--- src/qlwr_pkg.sv ---
// Shared types, constants and codes of the learned way-replacement block.
`default_nettype none

package qlwr_pkg;

  // Default geometry and fixed-point scale
  localparam int unsigned SET_COUNT_DEF   = 64;
  localparam int unsigned TAG_BUCKETS_DEF = 16;
  localparam int unsigned FIXED_SCALE_DEF = 1000;

  // Field widths
  localparam int unsigned OP_W     = 2;
  localparam int unsigned SET_W    = 6;
  localparam int unsigned TAG_W    = 24;
  localparam int unsigned PCT_W    = 7;
  localparam int unsigned VALUE_W  = 32;
  localparam int unsigned LR_W     = 10;
  localparam int unsigned DISC_W   = 10;
  localparam int unsigned EXPL_W   = 7;
  localparam int unsigned REWARD_W = 21;

  // Arithmetic widths of the update path
  localparam int unsigned PROD1_W = DISC_W + VALUE_W;  // discount * |best|
  localparam int unsigned DIFF_W  = 44;                // target - old, signed
  localparam int unsigned DIV_W   = 52;                // |learning_rate * diff| < 2^52
  localparam int unsigned NV_W    = DIV_W + 2;         // old + quotient, signed

  // Configuration port
  localparam int unsigned CFG_IDX_W  = 3;
  localparam int unsigned CFG_DATA_W = 21;

  localparam logic [CFG_IDX_W-1:0] CFG_LEARNING_RATE   = 3'd0;
  localparam logic [CFG_IDX_W-1:0] CFG_DISCOUNT        = 3'd1;
  localparam logic [CFG_IDX_W-1:0] CFG_EXPLORE_PERCENT = 3'd2;
  localparam logic [CFG_IDX_W-1:0] CFG_HIT_REWARD      = 3'd3;
  localparam logic [CFG_IDX_W-1:0] CFG_MISS_REWARD     = 3'd4;

  localparam logic [LR_W-1:0]            LR_RST   = 10'd100;
  localparam logic [DISC_W-1:0]          DISC_RST = 10'd900;
  localparam logic [EXPL_W-1:0]          EXPL_RST = 7'd10;
  localparam logic signed [REWARD_W-1:0] HIT_RST  = 21'sd1000;
  localparam logic signed [REWARD_W-1:0] MISS_RST = -21'sd1000;

  // Operation codes; the fourth code is a no-op
  localparam logic [OP_W-1:0] OP_CHOOSE = 2'd0;
  localparam logic [OP_W-1:0] OP_HIT    = 2'd1;
  localparam logic [OP_W-1:0] OP_MISS   = 2'd2;

  typedef struct packed {
    logic [OP_W-1:0]  operation;
    logic [SET_W-1:0] set_index;
    logic [TAG_W-1:0] line_tag;
    logic             way_index;
    logic [PCT_W-1:0] random_percent;
    logic             random_choice;
  } in_t;

  typedef struct packed {
    logic                      chosen_way;
    logic signed [VALUE_W-1:0] updated_value;
  } out_t;

  // Controller -> datapath
  typedef struct packed {
    logic clear;  // clear one table row
    logic load;   // capture the input transaction
    logic hash;   // tag times reciprocal
    logic addr;   // form row address
    logic read;   // read table row
    logic eval;   // choose result, or start first division
    logic tgt;    // form target - old
    logic mul2;   // start second division
    logic wb;     // write back saturated value
    logic push;   // move result into output register
  } cmd_t;

  // Datapath -> controller
  typedef struct packed {
    logic clr_last;
    logic is_update;
    logic div_done;
    logic out_free;
  } sts_t;

endpackage

`default_nettype wire

--- src/qlwr_ctrl.sv ---
// Controller: sequences table clear, lookup, the two divisions and write-back.
`default_nettype none

module qlwr_ctrl (
  input  wire logic           clk_i,
  input  wire logic           rst_ni,
  input  wire logic           in_valid_i,
  output logic                in_ready_o,
  input  wire qlwr_pkg::sts_t sts_i,
  output qlwr_pkg::cmd_t      cmd_o
);

  typedef enum logic [3:0] {
    ST_CLEAR, ST_IDLE, ST_HASH, ST_ADDR, ST_READ, ST_EVAL,
    ST_DIV1, ST_TGT, ST_MUL2, ST_DIV2, ST_WB, ST_DONE
  } state_e;

  state_e state_q, state_d;

  always_comb begin
    state_d = state_q;
    cmd_o   = '0;
    unique case (state_q)
      ST_CLEAR: begin
        cmd_o.clear = 1'b1;
        if (sts_i.clr_last) state_d = ST_IDLE;
      end
      ST_IDLE: begin
        if (in_valid_i) begin
          cmd_o.load = 1'b1;
          state_d    = ST_HASH;
        end
      end
      ST_HASH: begin
        cmd_o.hash = 1'b1;
        state_d    = ST_ADDR;
      end
      ST_ADDR: begin
        cmd_o.addr = 1'b1;
        state_d    = ST_READ;
      end
      ST_READ: begin
        cmd_o.read = 1'b1;
        state_d    = ST_EVAL;
      end
      ST_EVAL: begin
        cmd_o.eval = 1'b1;
        state_d    = sts_i.is_update ? ST_DIV1 : ST_DONE;
      end
      ST_DIV1: begin
        if (sts_i.div_done) state_d = ST_TGT;
      end
      ST_TGT: begin
        cmd_o.tgt = 1'b1;
        state_d   = ST_MUL2;
      end
      ST_MUL2: begin
        cmd_o.mul2 = 1'b1;
        state_d    = ST_DIV2;
      end
      ST_DIV2: begin
        if (sts_i.div_done) state_d = ST_WB;
      end
      ST_WB: begin
        cmd_o.wb = 1'b1;
        state_d  = ST_DONE;
      end
      ST_DONE: begin
        // wait for room in the output register
        if (sts_i.out_free) begin
          cmd_o.push = 1'b1;
          state_d    = ST_IDLE;
        end
      end
      default: state_d = ST_IDLE;
    endcase
  end

  always_ff @(posedge clk_i or negedge rst_ni) begin
    if (!rst_ni) begin
      state_q <= ST_CLEAR;
    end else begin
      state_q <= state_d;
    end
  end

  assign in_ready_o = state_q == ST_IDLE;

endmodule

`default_nettype wire

--- config.mk ---
export PLATFORM = sky130hd
export DESIGN_NAME = qlwr_ctrl
export DESIGN_NICKNAME = d
export VERILOG_FILES = /design/src/qlwr_pkg.sv /design/src/qlwr_ctrl.sv
export SDC_FILE = /design/constraint.sdc
export NUM_CORES = 1
export LEC_CHECK = 0
export BUFFER_PORTS_ARGS = -buffer_cell sky130_fd_sc_hd__buf_2
export CAP_MARGIN = 30
export CORE_AREA = 3 3 40 42
export DETAILED_ROUTE_END_ITERATION = 12
export DIE_AREA = 0 0 43 45
export GPL_TIMING_DRIVEN = 1
export PLACE_DENSITY = 0.54
export SLEW_MARGIN = 25
export SYNTH_ARGS = -nofsm -noshare
export SYNTH_HDL_FRONTEND = slang
export SYNTH_SLANG_ARGS = --single-unit
export TNS_END_PERCENT = 20
--- constraint.sdc ---
create_clock -name clk_i -period 2.9 [get_ports clk_i]
set_input_delay 0.29 -clock clk_i [delete_from_list [all_inputs] [get_ports clk_i]]
set_output_delay 0.29 -clock clk_i [all_outputs]
set_load 0.01 [all_outputs]
==> results.ini <==
[cts]
cts_resized = 0
cts_setup_buffers = 0
htree_levels = 1
clockBufferDepth = 2
clk-insertion-delay-late_ns = 0.23
cts.sinks = 4
clk_pin_slew_ns = 0.04
ctsRootBufferMaster = clkbuf_4
cts_tree = built
cts_made_buffers = 3

[logic_synthesis]
synthAdderAreaFrac_pct = 0
synth.net_count = 57
synth_compound_area_share_pct = 19.8
ys_seq_area_share_pct = 24.0
yosys.cell_types.count = 25
synth_top_area_share_pct = 24.0
synth-simple-area-share_pct = 44.7
synth_xor_area_share_pct = 0
syn_inst = 50
synth.largest_area_cell = dfrtp_1
yosysWarnings = 0
synth_area_per_cell_um2 = 8.33
synth_seq_cells = 4
yosys-top-cells-area = dfrtp_1 (24%), nor3_1 (7.2%), nor2_1 (6.3%)
synthMuxAreaShare_pct = 3.60
synth_top_family_by_area = simple AND/OR/NAND/NOR gates
synthesis.area_um2 = 417

[grt]
use_met2_pct = 16.5
antenna_found_initial = 0
grt_pass1_vias = 365
use_met3_pct = 2.39
grtUsageMet1_pct = 13.3
grt_overflow = 0
grt_max_degree = 18
grt_busiest_layer = met2
grt_usage_pct = 10.9
grt_first_pass_wirelength_um = 1500

[floorplan]
start_util_pct = 32.4
rows = 13
io_pins = 18
fp.dieW_um = 43
chipHeight_um = 45
core_area_mm2 = 0.00128
dieArea_mm2 = 0.00194

[timing]
timing.final.crit_share_pct = 60.6
finalSetupTns_ns = 0
max_freq_mhz = 569
rsz0062_at_grt = false
setup_viol = 0
worst_slew_pin_slew_ns = 0.509
slew_headroom_pct = 66.1
final.min_clock_period_ns = 1.76
finalHoldViolCount = 0
fin_hold_ws_ns = 0.416
skew_ns = 0.00208
slew_viol_final = 0

[critical_path]
cp_top_family = flip-flops
crit_arrival_ns = 1.47
cp-end-kind = primary output
max_stage_delay_ns = 0.55
crit_required_ns = 2.61
worstPathCellList = nand2b_1 > nor3_1 > and2_1 > buf_2
crit_path_start_kind = register
cp_num_buf_inv = 1
cp_max_fo = 17
crit_type = register to primary output
crit_path_top_delay_cell = dfrtp_1

[finish]
layout-drive-gt1-share_pct = 37.3
largest-register = state_q
areaGrowthSynthToFinish_pct = 26.7
largest_reg_flops = 4
top_regs = state_q (4)
final_nets = 76
diodes = 0

[power_and_ir_drop]
powerDensity_mw_per_mm2 = 1010
ir_worst_vdd_v = 0.000431
power.total_uw = 536
p_leak_nw = 0.251

[placement]
dp_hpwl_um = 723
gp_congestion = 0.775
io_buffers = 17

[route]
drt_iter0_drc = 7
vias_per_cell = 5.17
first_pass_iters = 4
wl_um = 1000
dr_total_vias = 424
drc = 0
wire_per_inst_um = 12.2
ant_nets = 0

[status]
status = completed

[job]
max_cap_viol_count = 0

[hold_path]
hold_path.class = input port to asynchronous set/reset pin

==> worst register-to-register path, cell delays in order, from the launching register on <==
cell and delay, ns:
dfrtp_1 0.55, and3b_1 0.28, o21a_2 0.23, nor3_2 0.18, mux2_4 0.31
==> power by group <==
part | internal (mW) | total (mW) | switching (mW)
Sequential | 0.0807 | 0.179 | 0.0986
Clock | 0.0462 | 0.0683 | 0.0220
Combinational | 0.158 | 0.288 | 0.131
==> cells by family after synthesis <==
group,Yosys count
flops,4
buf+inv,6
mux,1
simple gates,29
compound gates,10
==> layer usage <==
layer  wire [um]  up-vias
met5           0        -
li1            -      218
met4          19        0
met3          37        2
met1         466      196
met2         479        8
==> cell usage after synthesis (all sizes together) <==
cell and instances:
nor4 1, a21oi 1, nand4bb 2, a22oi 1
o21a 1, o22ai 2, o221a 1, nand2b 3
a211oi 1, nand2 3, mux2 1, dfrtp 4
o21ai 2, nor2 7, nor3 7, and3b 1
and2b 2, o31a 1, and2 2, inv 2
buf 4, nor4bb 1
==> through the flow <==
stage	cell area (um2)	std cells	util, %	setup WS, ns
after floorplan	417	50	-	1.43
after global placement	495	78	38.6	1.27
after detailed placement	495	78	38.6	1.23
after CTS	528	82	41.1	1.13
after global routing	528	82	41.1	0.973
final	528	82	41.1	1.14
==> placed cells by master (no fill, tap or decap) <==
cell           instances
a211oi_1               1
a21oi_4                1
a22oi_1                1
and2_1                 2
and2b_1                2
and3b_1                1
buf_2                 17
clkbuf_4               3
dfrtp_1                4
dlygate4sd3_1          1
inv_1                  2
mux2_4                 1
nand2_1                3
nand2b_1               3
nand4bb_1              2
nor2_1                 7
nor3_1                 6
nor3_2                 1
nor4_4                 1
nor4bb_1               1
o21a_2                 1
o21ai_0                1
o21ai_1                1
o221a_1                1
o22ai_1                2
o31a_1                 1
==> cell type report <==
type / instances / area, um2
fillers: 144 / 757
clock buffers: 3 / 22.5
repair buffers: 18 / 95.1
well taps: 15 / 18.8
multi-input cells: 40 / 284
flip-flops and latches: 4 / 100
inverters: 2 / 7.51
==> worst paths after layout <==
kind | from | endpoint | slack, ns | cells past startpoint
worst max-delay path | state_q[1]$_DFFE_PN0P_ | cmd_o[8] | 1.14 | 4
worst min-delay path | rst_ni | state_q[2]$_DFFE_PN0P_ | 0.42 | 2
worst max register to register | state_q[1]$_DFFE_PN0P_ | state_q[3]$_DFFE_PN0P_ | 1.23 | 4
worst min register to register | state_q[3]$_DFFE_PN0P_ | state_q[2]$_DFFE_PN0P_ | 0.75 | 1
max in group asynchronous | rst_ni | state_q[3]$_DFFE_PN0P_ | 2.36 | 2
min in group clk_i | sts_i[1] | state_q[0]$_DFFE_PN0P_ | 0.45 | 3
==> timing repair <==
item | CTS | global route
endpoints found under the setup margin | 0 | 0
hold endpoints to repair | 4 | 0
hold buffers | 1 | 0
Note: power is estimated with default switching activity, not from simulation.
